## src/sv/ppsf_pkg.sv

```systemverilog
// ----------------------------------------------------------------------------
// ppsf_pkg
// Shared types, widths and default sizes for the ping-pong stream feeder.
// ----------------------------------------------------------------------------
package ppsf_pkg;

	localparam int unsigned SLOT_COUNT_DEF  = 2;
	localparam int unsigned SLOT_BYTES_DEF  = 4096;
	localparam int unsigned CHUNK_BYTES_DEF = 32;

	localparam int unsigned KIND_W   = 4;
	localparam int unsigned SIZE_W   = 13;
	localparam int unsigned STATUS_W = 2;
	localparam int unsigned OFFSET_W = 12;
	localparam int unsigned LENGTH_W = 6;
	localparam int unsigned TOTAL_W  = 32;

	typedef enum logic [KIND_W-1:0] {
		K_ACQUIRE = 4'd0,
		K_COMMIT  = 4'd1,
		K_CANCEL  = 4'd2,
		K_PIN     = 4'd3,
		K_DONE    = 4'd4,
		K_ERROR   = 4'd5,
		K_PAUSE   = 4'd6,
		K_RESUME  = 4'd7,
		K_ABORT   = 4'd8,
		K_REINIT  = 4'd9
	} kind_t;

	typedef enum logic [STATUS_W-1:0] {
		ST_OK        = 2'd0,
		ST_BAD_PARAM = 2'd1,
		ST_NOT_READY = 2'd2,
		ST_BUSY      = 2'd3
	} status_t;

	// per-slot lifecycle, one-hot
	typedef enum logic [3:0] {
		SL_EMPTY   = 4'b0001,
		SL_WRITING = 4'b0010,
		SL_READY   = 4'b0100,
		SL_ACTIVE  = 4'b1000
	} slot_st_t;

endpackage

```

## src/sv/ppsf_rr_pick.sv

```systemverilog
// ----------------------------------------------------------------------------
// ppsf_rr_pick
// Round-robin pick: first requesting slot at or after the start index.
// ----------------------------------------------------------------------------
module ppsf_rr_pick #(
	parameter int unsigned SLOT_COUNT = 2,
	localparam int unsigned IW = $clog2(SLOT_COUNT)
) (
	input  logic [SLOT_COUNT-1:0] req,
	input  logic [IW-1:0]         first,
	output logic                  found,
	output logic [IW-1:0]         pick
);

	always_comb begin
		logic [IW:0] idx;
		found = 1'b0;
		pick  = '0;
		// walk from the far end so the nearest request wins
		for (int s = SLOT_COUNT - 1; s >= 0; s--) begin
			idx = (IW+1)'(first) + (IW+1)'(s);
			if (idx >= (IW+1)'(SLOT_COUNT)) begin
				idx = idx - (IW+1)'(SLOT_COUNT);
			end
			if (req[idx[IW-1:0]]) begin
				found = 1'b1;
				pick  = idx[IW-1:0];
			end
		end
	end

endmodule

```

## src/sv/ping_pong_stream_feeder.sv

```systemverilog
// ----------------------------------------------------------------------------
// ping_pong_stream_feeder
// Descriptor manager for a ring of payload slots drained into a sink in chunks.
// ----------------------------------------------------------------------------
//
//  channel   handshake                 payload
//  --------  ------------------------  -------------------------------------
//  command   start, busy (always low)  kind, commit_size, sink_ready
//  result    done (one-cycle strobe)   status, granted, grant_slot, dma_*,
//                                      in_flight, idle, bytes_sent
//
//  One command is taken every cycle; busy never rises.
//  Each command is captured in the input register, is decoded against the
//  slot table in a single pass, and its result is registered in the result
//  register, which drives done and the result ports.
//  Done marks each result for exactly one cycle; the receiver cannot stall it.
//  Reset (arst_n low) empties all slots, clears the running total and marks
//  the decoder not ready until a reinit command arrives.
//
module ping_pong_stream_feeder #(
	parameter int unsigned SLOT_COUNT  = ppsf_pkg::SLOT_COUNT_DEF,
	parameter int unsigned SLOT_BYTES  = ppsf_pkg::SLOT_BYTES_DEF,
	parameter int unsigned CHUNK_BYTES = ppsf_pkg::CHUNK_BYTES_DEF
) (
	input  logic                          clk,
	input  logic                          arst_n,
	input  logic                          start,
	output logic                          busy,
	input  logic [ppsf_pkg::KIND_W-1:0]   kind,
	input  logic [ppsf_pkg::SIZE_W-1:0]   commit_size,
	input  logic                          sink_ready,
	output logic                          done,
	output logic [ppsf_pkg::STATUS_W-1:0] status,
	output logic                          granted,
	output logic                          grant_slot,
	output logic                          dma_start,
	output logic                          dma_slot,
	output logic [ppsf_pkg::OFFSET_W-1:0] dma_offset,
	output logic [ppsf_pkg::LENGTH_W-1:0] dma_length,
	output logic                          dma_stop,
	output logic                          in_flight,
	output logic                          idle,
	output logic [ppsf_pkg::TOTAL_W-1:0]  bytes_sent
);

	import ppsf_pkg::*;

	localparam int unsigned IW = $clog2(SLOT_COUNT);
	localparam int unsigned PW = $clog2(CHUNK_BYTES + 1);

	// ---------------- input register ----------------
	logic              valid_s1;
	kind_t             kind_s1;
	logic [SIZE_W-1:0] size_s1;
	logic              pin_s1;

	assign busy = 1'b0;

	always_ff @(posedge clk or negedge arst_n) begin
		if (!arst_n) begin
			valid_s1 <= 1'b0;
		end else begin
			valid_s1 <= start & ~busy;
		end
	end

	always_ff @(posedge clk) begin
		if (start & ~busy) begin
			kind_s1 <= kind_t'(kind);
			size_s1 <= commit_size;
			pin_s1  <= sink_ready;
		end
	end

	// ---------------- stream state ----------------
	slot_st_t            slot_state_q [SLOT_COUNT];
	logic [SIZE_W-1:0]   slot_fill_q  [SLOT_COUNT];
	logic [SIZE_W-1:0]   slot_sent_q  [SLOT_COUNT];
	logic                held_valid_q;
	logic [IW-1:0]       held_slot_q;
	logic                act_valid_q;
	logic [IW-1:0]       act_slot_q;
	logic [IW-1:0]       next_wr_q;
	logic [IW-1:0]       next_rd_q;
	logic                tx_q;
	logic                paused_q;
	logic [PW-1:0]       pend_q;
	logic [TOTAL_W-1:0]  total_q;
	logic                dnr_q;

	// acquire scan over the current table
	logic [SLOT_COUNT-1:0] empty_vec;
	logic                  wr_found;
	logic [IW-1:0]         wr_pick;

	always_comb begin
		for (int i = 0; i < SLOT_COUNT; i++) begin
			empty_vec[i] = (slot_state_q[i] == SL_EMPTY);
		end
	end

	ppsf_rr_pick #(.SLOT_COUNT(SLOT_COUNT)) u_wr_pick (
		.req   (empty_vec),
		.first (next_wr_q),
		.found (wr_found),
		.pick  (wr_pick)
	);

	// ---------------- event step ----------------
	// a_* is the state once the command itself is applied, before any feed.
	slot_st_t           a_state [SLOT_COUNT];
	logic [SIZE_W-1:0]  a_fill  [SLOT_COUNT];
	logic [SIZE_W-1:0]  a_sent  [SLOT_COUNT];
	logic               a_held_v, a_act_v, a_tx, a_paused, a_dnr;
	logic [IW-1:0]      a_held, a_act, a_nw, a_nr;
	logic [PW-1:0]      a_pend;
	logic [TOTAL_W-1:0] a_total;
	logic               want_feed;
	status_t            r_status;
	logic               r_granted, r_gslot, r_stop;

	always_comb begin
		logic [SIZE_W-1:0] sum;
		logic              wide_bad;
		a_state  = slot_state_q;
		a_fill   = slot_fill_q;
		a_sent   = slot_sent_q;
		a_held_v = held_valid_q;
		a_held   = held_slot_q;
		a_act_v  = act_valid_q;
		a_act    = act_slot_q;
		a_nw     = next_wr_q;
		a_nr     = next_rd_q;
		a_tx     = tx_q;
		a_paused = paused_q;
		a_pend   = pend_q;
		a_total  = total_q;
		a_dnr    = dnr_q;
		want_feed = 1'b0;
		r_status  = ST_OK;
		r_granted = 1'b0;
		r_gslot   = 1'b0;
		r_stop    = 1'b0;
		sum       = '0;
		wide_bad  = (size_s1 == '0) || (32'(size_s1) > 32'(SLOT_BYTES));

		case (kind_s1)
			K_ACQUIRE: begin
				if (dnr_q) begin
					r_status = ST_NOT_READY;
				end else if (held_valid_q || !wr_found) begin
					r_status = ST_BUSY;
				end else begin
					a_state[wr_pick] = SL_WRITING;
					a_fill[wr_pick]  = '0;
					a_sent[wr_pick]  = '0;
					a_held_v  = 1'b1;
					a_held    = wr_pick;
					a_nw      = (wr_pick == IW'(SLOT_COUNT - 1)) ? '0 : wr_pick + 1'b1;
					r_granted = 1'b1;
					r_gslot   = wr_pick[0];
				end
			end
			K_COMMIT: begin
				if (wide_bad) begin
					r_status = ST_BAD_PARAM;
				end else if (dnr_q) begin
					r_status = ST_NOT_READY;
				end else if (!held_valid_q || slot_state_q[held_slot_q] != SL_WRITING) begin
					r_status = ST_BUSY;
				end else begin
					a_fill[held_slot_q]  = size_s1;
					a_sent[held_slot_q]  = '0;
					a_state[held_slot_q] = SL_READY;
					a_held_v  = 1'b0;
					want_feed = 1'b1;
				end
			end
			K_CANCEL: begin
				if (held_valid_q && slot_state_q[held_slot_q] == SL_WRITING) begin
					a_state[held_slot_q] = SL_EMPTY;
				end
				a_held_v = 1'b0;
			end
			K_PIN: begin
				want_feed = 1'b1;
			end
			K_DONE: begin
				if (tx_q && act_valid_q) begin
					sum = slot_sent_q[act_slot_q] + SIZE_W'(pend_q);
					a_sent[act_slot_q] = sum;
					a_total = total_q + TOTAL_W'(pend_q);
					a_pend  = '0;
					a_tx    = 1'b0;
					// drained: free the slot
					if (sum >= slot_fill_q[act_slot_q]) begin
						a_state[act_slot_q] = SL_EMPTY;
						a_act_v = 1'b0;
					end
					want_feed = 1'b1;
				end
			end
			K_ERROR: begin
				a_tx     = 1'b0;
				a_paused = 1'b1;
				a_dnr    = 1'b1;
			end
			K_PAUSE: begin
				a_paused = 1'b1;
			end
			K_RESUME: begin
				a_paused  = 1'b0;
				want_feed = 1'b1;
			end
			K_ABORT, K_REINIT: begin
				r_stop = tx_q;
				for (int i = 0; i < SLOT_COUNT; i++) begin
					a_state[i] = SL_EMPTY;
				end
				a_held_v = 1'b0;
				a_held   = '0;
				a_act_v  = 1'b0;
				a_act    = '0;
				a_nw     = '0;
				a_nr     = '0;
				a_tx     = 1'b0;
				a_paused = 1'b0;
				a_pend   = '0;
				a_total  = '0;
				if (kind_s1 == K_REINIT) begin
					a_dnr = 1'b0;
				end
			end
			default: begin
				r_status = ST_BAD_PARAM;
			end
		endcase
	end

	// ---------------- feed step ----------------
	logic [SLOT_COUNT-1:0] ready_vec;
	logic                  rd_found;
	logic [IW-1:0]         rd_pick;

	always_comb begin
		for (int i = 0; i < SLOT_COUNT; i++) begin
			ready_vec[i] = (a_state[i] == SL_READY);
		end
	end

	ppsf_rr_pick #(.SLOT_COUNT(SLOT_COUNT)) u_rd_pick (
		.req   (ready_vec),
		.first (a_nr),
		.found (rd_found),
		.pick  (rd_pick)
	);

	slot_st_t           b_state [SLOT_COUNT];
	logic               b_act_v, b_tx, f_start, b_idle;
	logic [IW-1:0]      b_act, b_nr, f_idx;
	logic [PW-1:0]      b_pend;
	logic [SIZE_W-1:0]  f_offset;

	always_comb begin
		logic              go;
		logic [SIZE_W-1:0] rem;
		b_state  = a_state;
		b_act_v  = a_act_v;
		b_act    = a_act;
		b_nr     = a_nr;
		b_tx     = a_tx;
		b_pend   = a_pend;
		f_start  = 1'b0;
		f_idx    = '0;
		f_offset = '0;
		rem      = '0;
		go = want_feed && !a_dnr && !a_paused && !a_tx && pin_s1;
		// pick up the next ready slot when nothing is active
		if (go && !a_act_v && rd_found) begin
			b_act_v          = 1'b1;
			b_act            = rd_pick;
			b_nr             = (rd_pick == IW'(SLOT_COUNT - 1)) ? '0 : rd_pick + 1'b1;
			b_state[rd_pick] = SL_ACTIVE;
		end
		if (go && b_act_v) begin
			rem = (a_fill[b_act] >= a_sent[b_act]) ? a_fill[b_act] - a_sent[b_act] : '0;
			b_pend   = (rem > SIZE_W'(CHUNK_BYTES)) ? PW'(CHUNK_BYTES) : PW'(rem);
			b_tx     = 1'b1;
			f_start  = 1'b1;
			f_idx    = b_act;
			f_offset = a_sent[b_act];
		end
		b_idle = !b_tx && !a_held_v && !b_act_v;
		for (int i = 0; i < SLOT_COUNT; i++) begin
			if (b_state[i] != SL_EMPTY) begin
				b_idle = 1'b0;
			end
		end
	end

	// ---------------- state update ----------------
	always_ff @(posedge clk or negedge arst_n) begin
		if (!arst_n) begin
			for (int i = 0; i < SLOT_COUNT; i++) begin
				slot_state_q[i] <= SL_EMPTY;
			end
			held_valid_q <= 1'b0;
			held_slot_q  <= '0;
			act_valid_q  <= 1'b0;
			act_slot_q   <= '0;
			next_wr_q    <= '0;
			next_rd_q    <= '0;
			tx_q         <= 1'b0;
			paused_q     <= 1'b0;
			pend_q       <= '0;
			total_q      <= '0;
			dnr_q        <= 1'b1;
		end else if (valid_s1) begin
			slot_state_q <= b_state;
			held_valid_q <= a_held_v;
			held_slot_q  <= a_held;
			act_valid_q  <= b_act_v;
			act_slot_q   <= b_act;
			next_wr_q    <= a_nw;
			next_rd_q    <= b_nr;
			tx_q         <= b_tx;
			paused_q     <= a_paused;
			pend_q       <= b_pend;
			total_q      <= a_total;
			dnr_q        <= a_dnr;
		end
	end

	// fill and sent counts are only read for slots that were committed
	always_ff @(posedge clk) begin
		if (valid_s1) begin
			slot_fill_q <= a_fill;
			slot_sent_q <= a_sent;
		end
	end

	// ---------------- result register ----------------
	logic done_q;

	always_ff @(posedge clk or negedge arst_n) begin
		if (!arst_n) begin
			done_q <= 1'b0;
		end else begin
			done_q <= valid_s1;
		end
	end

	always_ff @(posedge clk) begin
		if (valid_s1) begin
			status     <= r_status;
			granted    <= r_granted;
			grant_slot <= r_gslot;
			dma_start  <= f_start;
			dma_slot   <= f_idx[0];
			dma_offset <= f_offset[OFFSET_W-1:0];
			dma_length <= f_start ? LENGTH_W'(b_pend) : '0;
			dma_stop   <= r_stop;
			in_flight  <= b_tx;
			idle       <= b_idle;
			bytes_sent <= a_total;
		end
	end

	assign done = done_q;

	// ---------------- checks ----------------
	logic [SLOT_COUNT-1:0] active_vec;

	always_comb begin
		for (int i = 0; i < SLOT_COUNT; i++) begin
			active_vec[i] = (slot_state_q[i] == SL_ACTIVE);
		end
	end

`ifndef SYNTHESIS
	a_tx_has_active: assert property (@(posedge clk) disable iff (!arst_n)
		tx_q |-> act_valid_q)
		else $error("chunk in flight without an active slot");

	a_one_active: assert property (@(posedge clk) disable iff (!arst_n)
		$countones(active_vec) <= 1)
		else $error("more than one slot active");

	a_active_matches: assert property (@(posedge clk) disable iff (!arst_n)
		act_valid_q |-> slot_state_q[act_slot_q] == SL_ACTIVE)
		else $error("active slot not marked active");

	a_held_writing: assert property (@(posedge clk) disable iff (!arst_n)
		held_valid_q |-> slot_state_q[held_slot_q] == SL_WRITING)
		else $error("held slot not in writing state");

	a_start_stop: assert property (@(posedge clk) disable iff (!arst_n)
		done |-> !(dma_start && dma_stop))
		else $error("chunk launched and stopped in one result");
`endif

endmodule

```

## config.mk

```make
export PLATFORM = sky130hd
export DESIGN_NAME = ping_pong_stream_feeder
export DESIGN_NICKNAME = d
export VERILOG_FILES = /design/src/sv/ppsf_pkg.sv /design/src/sv/ppsf_rr_pick.sv /design/src/sv/ping_pong_stream_feeder.sv
export SDC_FILE = /design/constraint.sdc
export NUM_CORES = 1
export LEC_CHECK = 0
export ABC_AREA = 1
export BUFFER_PORTS_ARGS = -buffer_cell sky130_fd_sc_hd__buf_2
export CAP_MARGIN = 20
export CORE_ASPECT_RATIO = 1.25
export CORE_MARGIN = 1.5
export CORE_UTILIZATION = 55
export CTS_CLUSTER_DIAMETER = 100
export DETAILED_ROUTE_END_ITERATION = 12
export PLACE_DENSITY = 0.76
export SLEW_MARGIN = 20
export SYNTH_ARGS = -nofsm -noshare
export SYNTH_HDL_FRONTEND = slang
export SYNTH_SLANG_ARGS = --single-unit
```

## constraint.sdc

```tcl
create_clock -name clk -period 7.4 [get_ports clk]
set_input_delay 1.48 -clock clk [delete_from_list [all_inputs] [get_ports clk]]
set_output_delay 1.48 -clock clk [all_outputs]
set_load 0.005 [all_outputs]
```

# Word-level counts from Yosys, hierarchy flattened
# Cells that the tools add are included.
[classes]
add_sub_neg = 11
n_mul = 0
div = 0
magnitude_cmp = 21
eq_ne = 19
shift = 0
muxes = 122
n_bitwise = 26
reduce_logical = 41
[op_table]
columns = ["op", "count"]
rows = [
  ["two-way mux 26 bit", 11],
  ["two-way mux 13 bit", 16],
  ["AND 26 bit", 3],
  ["one-hot mux 26 bit (3 select lines)", 1],
  ["two-way mux 8 bit", 9],
  ["one-hot mux 32 bit (2 select lines)", 1],
  ["bitwise mux 26 bit", 2],
  ["inverter 26 bit", 2],
  ["one-hot mux 26 bit (2 select lines)", 1],
  ["two-way mux 1 bit", 47],
  ["one-hot mux 8 bit (5 select lines)", 1],
  ["demux 13 bit (select 1 bit)", 3],
  ["adder 32 x 6 -> 32 bit", 1],
  ["two-way mux 32 bit", 1],
  ["AND 6 bit", 5],
  ["inverter 6 bit", 5],
  ["two-way mux 4 bit", 7],
  ["greater-or-equal comparator 13 bit", 2],
  ["equality test 4 x 3 -> 1 bit (second input constant)", 6],
  ["two-way mux 6 bit", 3],
  ["demux 4 bit (select 1 bit)", 4],
  ["logical AND 1 bit", 15],
  ["greater-or-equal comparator 2 bit (second input constant)", 7],
  ["adder 13 x 6 -> 13 bit", 1],
  ["other kinds (32)", 86],
]
[word_totals]
regBits = 186
latch_bits = 0
ram_bits = 0
rom_bits = 0
output_inout_bits = 61
elab_cells = 273
memories = 0

# Depth between registers and ports, before layout
# Gate-level depths: netlist of run 1.
[logic_depth]
ltp_word = 33
ltp_mapped = 54
mapped_depth_nobuf = 52

# By module
# Synthesis of run 1 repeated with hierarchy kept, for this count alone.
[unflattened]
hier_cells = 1485
area_unflattened_um2 = 11446.0
[by_module_without_submodules]
columns = ["mod", "instances", "cells_per_inst", "area_per_inst_um2"]
rows = [
  ["ping_pong_stream_feeder", 1, 1477, 11408.4],
  ["ppsf_rr_pick", 2, 4, 18.8],
]

# Worst setup path before layout of run 1
# No wires, ideal clock.
[synth_timing]
path_kind = "register to register"
startpoint = "register act_slot_q"
endpoint = "register pend_q[5]"
setup_ns = 0.066
arrival_ns = 6.779
slack_ns = 0.555
path_stages_with_launch = 45
n_path_buf = 4
synth_period_minus_slack_ns = 6.845
cell_sequence = "dfrtp_1 > buf_2 > clkbuf_1 > clkbuf_1 > nand2_1 > nand2_1 > ha_1 > inv_1 > fa_1 > o21ai_0 > a21oi_1 > o21bai_1 > nand4_1 > nor3_1 > xor2_1 > ha_1 > nand2_1 > nor2_1 > (+9 left out) > nand2_1 > nand2_1 > inv_1 > ha_1 > fa_1 > o21ai_0 > nand2_1 > nand3_1 > a21oi_1 > or2_2 > and2_1 > a21oi_1 > nor2_1 > nand2_1 > nand3_1 > nand2_1 > nand2_1 > nand2_1"
[synth_between]
elab_chain_len = 26
[synth_lines]
columns = ["item", "line_no", "text"]
rows = [
  ["start: declaration", "ping_pong_stream_feeder.sv:82", "logic [IW-1:0] act_slot_q;"],
  ["start signal: assignment", "ping_pong_stream_feeder.sv:323", "act_slot_q <= b_act;"],
  ["branches (longest 25 deep; another with adder 13 x 6 -> 13 bit)", "n/a", ""],
  ["two-way mux 6 bit (*)", "ping_pong_stream_feeder.sv:285", "if (go && b_act_v) begin"],
  ["end signal: assignment", "ping_pong_stream_feeder.sv:328", "pend_q <= b_pend;"],
  ["end: declaration", "ping_pong_stream_feeder.sv:87", "logic [PW-1:0] pend_q;"],
]
# Mark *: on every way between the ends. The select of a mux whose other input is x is not followed.
# A chain may end at the register's enable or synchronous reset.

# Final worst setup path of run 1
# Same ends and word-level chain as after synthesis.

==> flow_summary.json, run 1 <==
{
  "wire_per_inst_um": 16.4,
  "layout-drive-gt1-share_pct": 16.1,
  "clk_path_buf_depth": 2,
  "endpoint_kind": "flip-flop",
  "ys.flop_type": "edfxtp_1",
  "io-pin-count": 82,
  "final_common_cell": "nand2_1",
  "dp_cells": 1685,
  "cts_sinks": 186,
  "gp_congestion": 0.999,
  "final_cell_mix": "354 x nand2_1, 188 x inv_1, 129 x edfxtp_1",
  "clk_pin_slew_ns": 0.07,
  "synthMuxAreaShare_pct": 0.0895,
  "p_leak_nw": 5.69,
  "row_count": 58,
  "maxSlewViolCount": 0,
  "initial_core_util_pct": 55.9,
  "rsz0062_at_grt": "no",
  "synthArstFlopShare_pct": 30.6,
  "dp_hpwl_um": 20400,
  "synth_top_family_by_area": "simple AND/OR/NAND/NOR gates",
  "stdcell_area_um2": 12600,
  "ys_ff_latch": 186,
  "grt_pass1_vias": 8870,
  "crit_family": "simple AND/OR/NAND/NOR gates",
  "synth_compound_area_share_pct": 11.3,
  "arrival_ns": 7.24,
  "numCtsBuffers": 17,
  "cpPeakStageDelay_ns": 0.51,
  "relSlewSlack_pct": 37.1,
  "critPathMaxFanout": 43,
  "final-setup-viol-count": 0,
  "first_iter_violations": 742,
  "area_growth_pct": 12.5,
  "ir_drop_v": 0.000191,
  "finalWirelength_um": 28300,
  "antenna_found_initial": 0,
  "viasPerCell": 5.49,
  "setup_ws_ns": 0.545,
  "clock_skew_ns": 0.0121,
  "grt.overflow.total": 0,
  "hold_slack_ns": 0.503,
  "final_nets": 1507,
  "worstSetupStartpointType": "flip-flop",
  "status": "finished clean",
  "place_area_um2": 11800,
  "dp_slack_ns": 0.0588,
  "netlist_area_um2": 11200,
  "yosysWarnings": 0,
  "antenna_left": 0,
  "hold_violations": 0,
  "avgSynthCellArea_um2": 8.22,
  "power_mw": 2.63,
  "synth_nets": 1423,
  "synth_edf_count": 129,
  "synth_simple_gate_area_share_pct": 26.8,
  "clkLatencyLatePin_ns": 0.45,
  "finalNonFillerCells": 1728,
  "maxCapViolations": 0,
  "yosysSeqAreaShare_pct": 47.4,
  "critPathBufInv": 4,
  "dieWidth_um": 131,
  "drt_pass1_iterations": 5,
  "cp_slowest_cell": "or4_1",
  "hp-class": "reg2reg",
  "numPortBuffers": 80,
  "worst_pin_slew_ns": 0.939,
  "period_share_pct": 92.6,
  "htreeDepth": 4,
  "antennaDiodeCount": 0,
  "yosys.area_share.adder_pct": 4.79,
  "crit_required_ns": 7.78,
  "drcViolationCount": 0,
  "postSynthCellCount": 1361,
  "cts_root_buffer": "clkbuf_16",
  "path_common_cell": "nand2_1",
  "die_y_um": 162,
  "grt_use_total_pct": 27.3,
  "dieArea_um2": 21200,
  "cts_tree": "done",
  "powerDensity_nw_per_um2": 209,
  "fmax_ghz": 0.146,
  "grt_pass1_wl_um": 44600,
  "finalSetupTns_ns": 0,
  "fin_util_pct": 62.8,
  "path_class": "reg2reg",
  "n_fill_cell": 1732,
  "fin_crit_ns": 6.85,
  "via_count": 9488,
  "core_um2": 20000,
  "grt_max_degree": 76,
  "synth-xor-area-share_pct": 1.25,
  "yosysUniqueCellTypes": 65
}
-- flip-flops by register name, indices dropped and copies added (netlist names), 2 cells and up --
signal / flops
slot_state_q: 8
bytes_sent: 32
slot_sent_q: 26
slot_fill_q: 26
total_q: 32
status: 2
dma_length: 6
kind_s1: 4
pend_q: 6
size_s1: 13
dma_offset: 12
-- per-layer routing --
metal	vias up	routed length, um	global-route usage (%)	share of wire, %
met4	0	1220	12.7	4.3
met1	4356	11300	33.4	40
li1	4663	-	-	-
met2	381	14200	47.0	50
met3	88	1590	4.37	5.6
met5	-	0	0	0
-- worst reg2reg max path: cells and delay by family (launching register included) --
kind | cells | cell delay [ns]
flops | 1 | 0.47
buf+inv | 4 | 0.82
fa+ha+maj | 3 | 1.07
compound gates | 4 | 0.85
simple gates | 24 | 3.38
xor+xnor | 1 | 0.24
-- final timing paths --
path	from	slack, ns	cells past startpoint	endpoint
max	act_slot_q	0.55	36	pend_q[5]
min	paused_q	0.50	2	paused_q
max reg2reg	act_slot_q	0.55	36	pend_q[5]
min reg2reg	paused_q	0.50	2	paused_q
max in group asynchronous	arst_n	5.66	2	valid_s1
min in group asynchronous	arst_n	1.17	2	done
-- cell usage after synthesis, types with 4 or more instances --
master,instances,area [um^2]
a31oi_1,4,25.0
o21ai_1,5,25.0
nor2_2,17,106
clkbuf_1,25,93.8
o22ai_1,21,131
xor2_1,6,52.6
edfxtp_1,129,3870
or2_2,10,62.6
xnor2_1,10,87.6
o21bai_1,4,30.0
nand3b_1,9,67.6
nand2_4,6,67.6
nor4_1,9,56.3
nand2_2,25,156
o21ai_0,119,596
inv_2,9,33.8
a22oi_1,9,67.6
nand4_1,15,93.8
nand2_1,354,1330
nor2_4,6,67.6
nand3_1,70,350
buf_4,4,30.0
nor2_1,103,387
nor3_1,12,60.1
ha_1,38,475
dfrtp_1,54,1350
inv_1,190,713
a21oi_1,45,225
-- logic make-up after synthesis --
| group | Yosys count |
|---|---|
| simple gates | 654 |
| buf+inv | 236 |
| compound gates | 226 |
| flops | 186 |
| fa+ha+maj | 41 |
| xor+xnor | 16 |
| other cells | 1 |
| mux | 1 |
-- final cells by class --
type / instances / area (um^2) / share of cell area [%]
flip-flops and latches: 186 / 5310 / 42.2
repair buffers: 99 / 547 / 4.34
repair inverters: 1 / 7.51 / 0.0597
well taps: 270 / 338 / 2.68
clock inverters: 15 / 178 / 1.41
inverters: 201 / 761 / 6.04
multi-input cells: 939 / 5020 / 39.9
clock buffers: 17 / 425 / 3.38
-- what timing repair did --
action / 4_1_cts / 5_1_grt
hold buffers: 0 / 0
endpoints found under the setup margin: 0 / 12
setup buffers: 0 / 10
resized for setup: 0 / 19
-- where the power goes --
part / internal [mW] / switching [mW]
logic: 0.156 / 0.315
clock network: 0.482 / 0.453
registers: 1.19 / 0.0390
total: 1.83 / 0.807
(Power assumes the default switching activity.)
==> run 2: changes to the inputs <==
Settings changed: CELL_PAD_IN_SITES_DETAIL_PLACEMENT set to 0, CELL_PAD_IN_SITES_GLOBAL_PLACEMENT set to 1, CORE_UTILIZATION 55 to 42.
==> flow_summary.json, run 2 (synthesized netlist as in run 1, its figures left out) <==
{
  "maxCapViolations": 0,
  "hp-class": "reg2reg",
  "n_fill_cell": 2618,
  "antennaDiodeCount": 0,
  "powerDensity_nw_per_um2": 209,
  "grt.overflow.total": 0,
  "grt_pass1_vias": 8838,
  "min_from": "paused_q",
  "numCtsBuffers": 17,
  "core_um2": 26100,
  "drcViolationCount": 0,
  "dieArea_um2": 27600,
  "crit_start": "act_slot_q",
  "worstSetupStartpointType": "flip-flop",
  "reg.largest.list": "bytes_sent (32), total_q (32)",
  "path_common_cell": "nand2_1",
  "numPortBuffers": 80,
  "r2r_start": "act_slot_q",
  "area_growth_pct": 13.8,
  "ff_latch_area_um2": 5310,
  "die_y_um": 185,
  "dp_hpwl_um": 23200,
  "final_nets": 1506,
  "viasPerCell": 5.14,
  "clkLatencyLatePin_ns": 0.45,
  "crit_required_ns": 7.78,
  "clk_path_buf_depth": 2,
  "path_class": "reg2reg",
  "grt_max_degree": 86,
  "worst_pin_slew_ns": 1.01,
  "fin_util_pct": 48.8,
  "ctsHoldBuffers": 0,
  "fin_crit_ns": 6.93,
  "final_cell_mix": "352 x nand2_1, 189 x inv_1, 129 x edfxtp_1",
  "clock_skew_ns": 0.0112,
  "antenna_found_initial": 0,
  "cts_tree": "done",
  "wire_per_inst_um": 17.3,
  "via_count": 9234,
  "htreeDepth": 4,
  "drt_pass1_iterations": 5,
  "clk_pin_slew_ns": 0.07,
  "cpPeakStageDelay_ns": 0.46,
  "arrival_ns": 7.31,
  "first_iter_violations": 585,
  "cts_sinks": 186,
  "dieWidth_um": 149,
  "status": "finished clean",
  "dr_wl_met2_um": 15800,
  "layout-drive-gt1-share_pct": 16.8,
  "multi_input_area_um2": 5090,
  "final-setup-viol-count": 0,
  "regToRegSetupSlack_ns": 0.47,
  "ir_drop_v": 0.000162,
  "row_count": 66,
  "io-pin-count": 82,
  "final_common_cell": "nand2_1",
  "dp_slack_ns": 0.194,
  "critPathMaxFanout": 11,
  "dr.max_layer_used": "met4",
  "antenna_left": 0,
  "p_leak_nw": 5.69,
  "relSlewSlack_pct": 32.5,
  "fmax_ghz": 0.144,
  "cts_root_buffer": "clkbuf_16",
  "endpoint_kind": "flip-flop",
  "cp_slowest_cell": "dfrtp_2",
  "setup_ws_ns": 0.466,
  "maxSlewViolCount": 0,
  "place_area_um2": 11900,
  "gp_congestion": 0.927,
  "hold_slack_ns": 0.506,
  "finalWirelength_um": 31100,
  "grt_use_total_pct": 23.0,
  "stdcell_area_um2": 12700,
  "initial_core_util_pct": 42.9,
  "period_share_pct": 93.7,
  "wl_met3_um": 1080,
  "wl_met1_um": 13300,
  "grt_pass1_wl_um": 48400,
  "hold_violations": 0
}
[run 2: path summary, 6_finish.rpt]
| check | to | cells after the start |
|---|---|---|
| hold reg to reg | paused_q | 2 |
| hold / removal | paused_q | 2 |
| setup reg to reg | pend_q[5] | 43 |
| min in group asynchronous | total_q[23] | 2 |
| setup / recovery | pend_q[5] | 43 |
| max in group asynchronous | act_slot_q | 2 |
[run 2: per-stage QoR]
stage / cells / total power [mW] / setup TNS [ns]
after floorplan: 1361 / 1.56 / 0
after CTS: 1790 / 2.65 / 0
after global routing: 1797 / 2.78 / -0.497
final: 1797 / 2.66 / 0
after global placement: 1758 / 1.72 / 0
after detailed placement: 1758 / 1.71 / 0
[run 2: repair_timing]
action,4_1_cts,5_1_grt
buffers inserted,0,7
gates resized for setup,0,33
setup endpoints to repair,0,12
[run 2: area by class of cell]
cell class	instances	share of cell area, %
Clock inverter	13	1.03
Timing Repair Buffer	99	4.33
Sequential cell	186	41.7
Multi-Input combinational cell	939	40.0
Inverter	201	6.00
Tap cell	340	3.34
Clock buffer	19	3.57
[run 2: critical path: cells and delay by family, from the launching register on]
| kind | cells | cell delay (ns) |
|---|---|---|
| buffers and inverters | 6 | 0.74 |
| AOI/OAI and AO/OA | 4 | 0.71 |
| xor gates and xnor gates | 1 | 0.28 |
| DFF | 1 | 0.46 |
| adders and majority gates | 4 | 1.21 |
| and+or+nand+nor | 28 | 3.44 |
[run 2: metal layers]
metal | GRT usage [%] | vias up
met3 | 3.28 | 44
li1 | - | 4649
met5 | 0 | -
met2 | 40.6 | 211
met1 | 28.4 | 4330
met4 | 8.71 | 0
[run 2: power breakdown]
group	switching [mW]	internal [mW]
logic	0.328	0.169
clock network	0.439	0.494
registers	0.0365	1.19
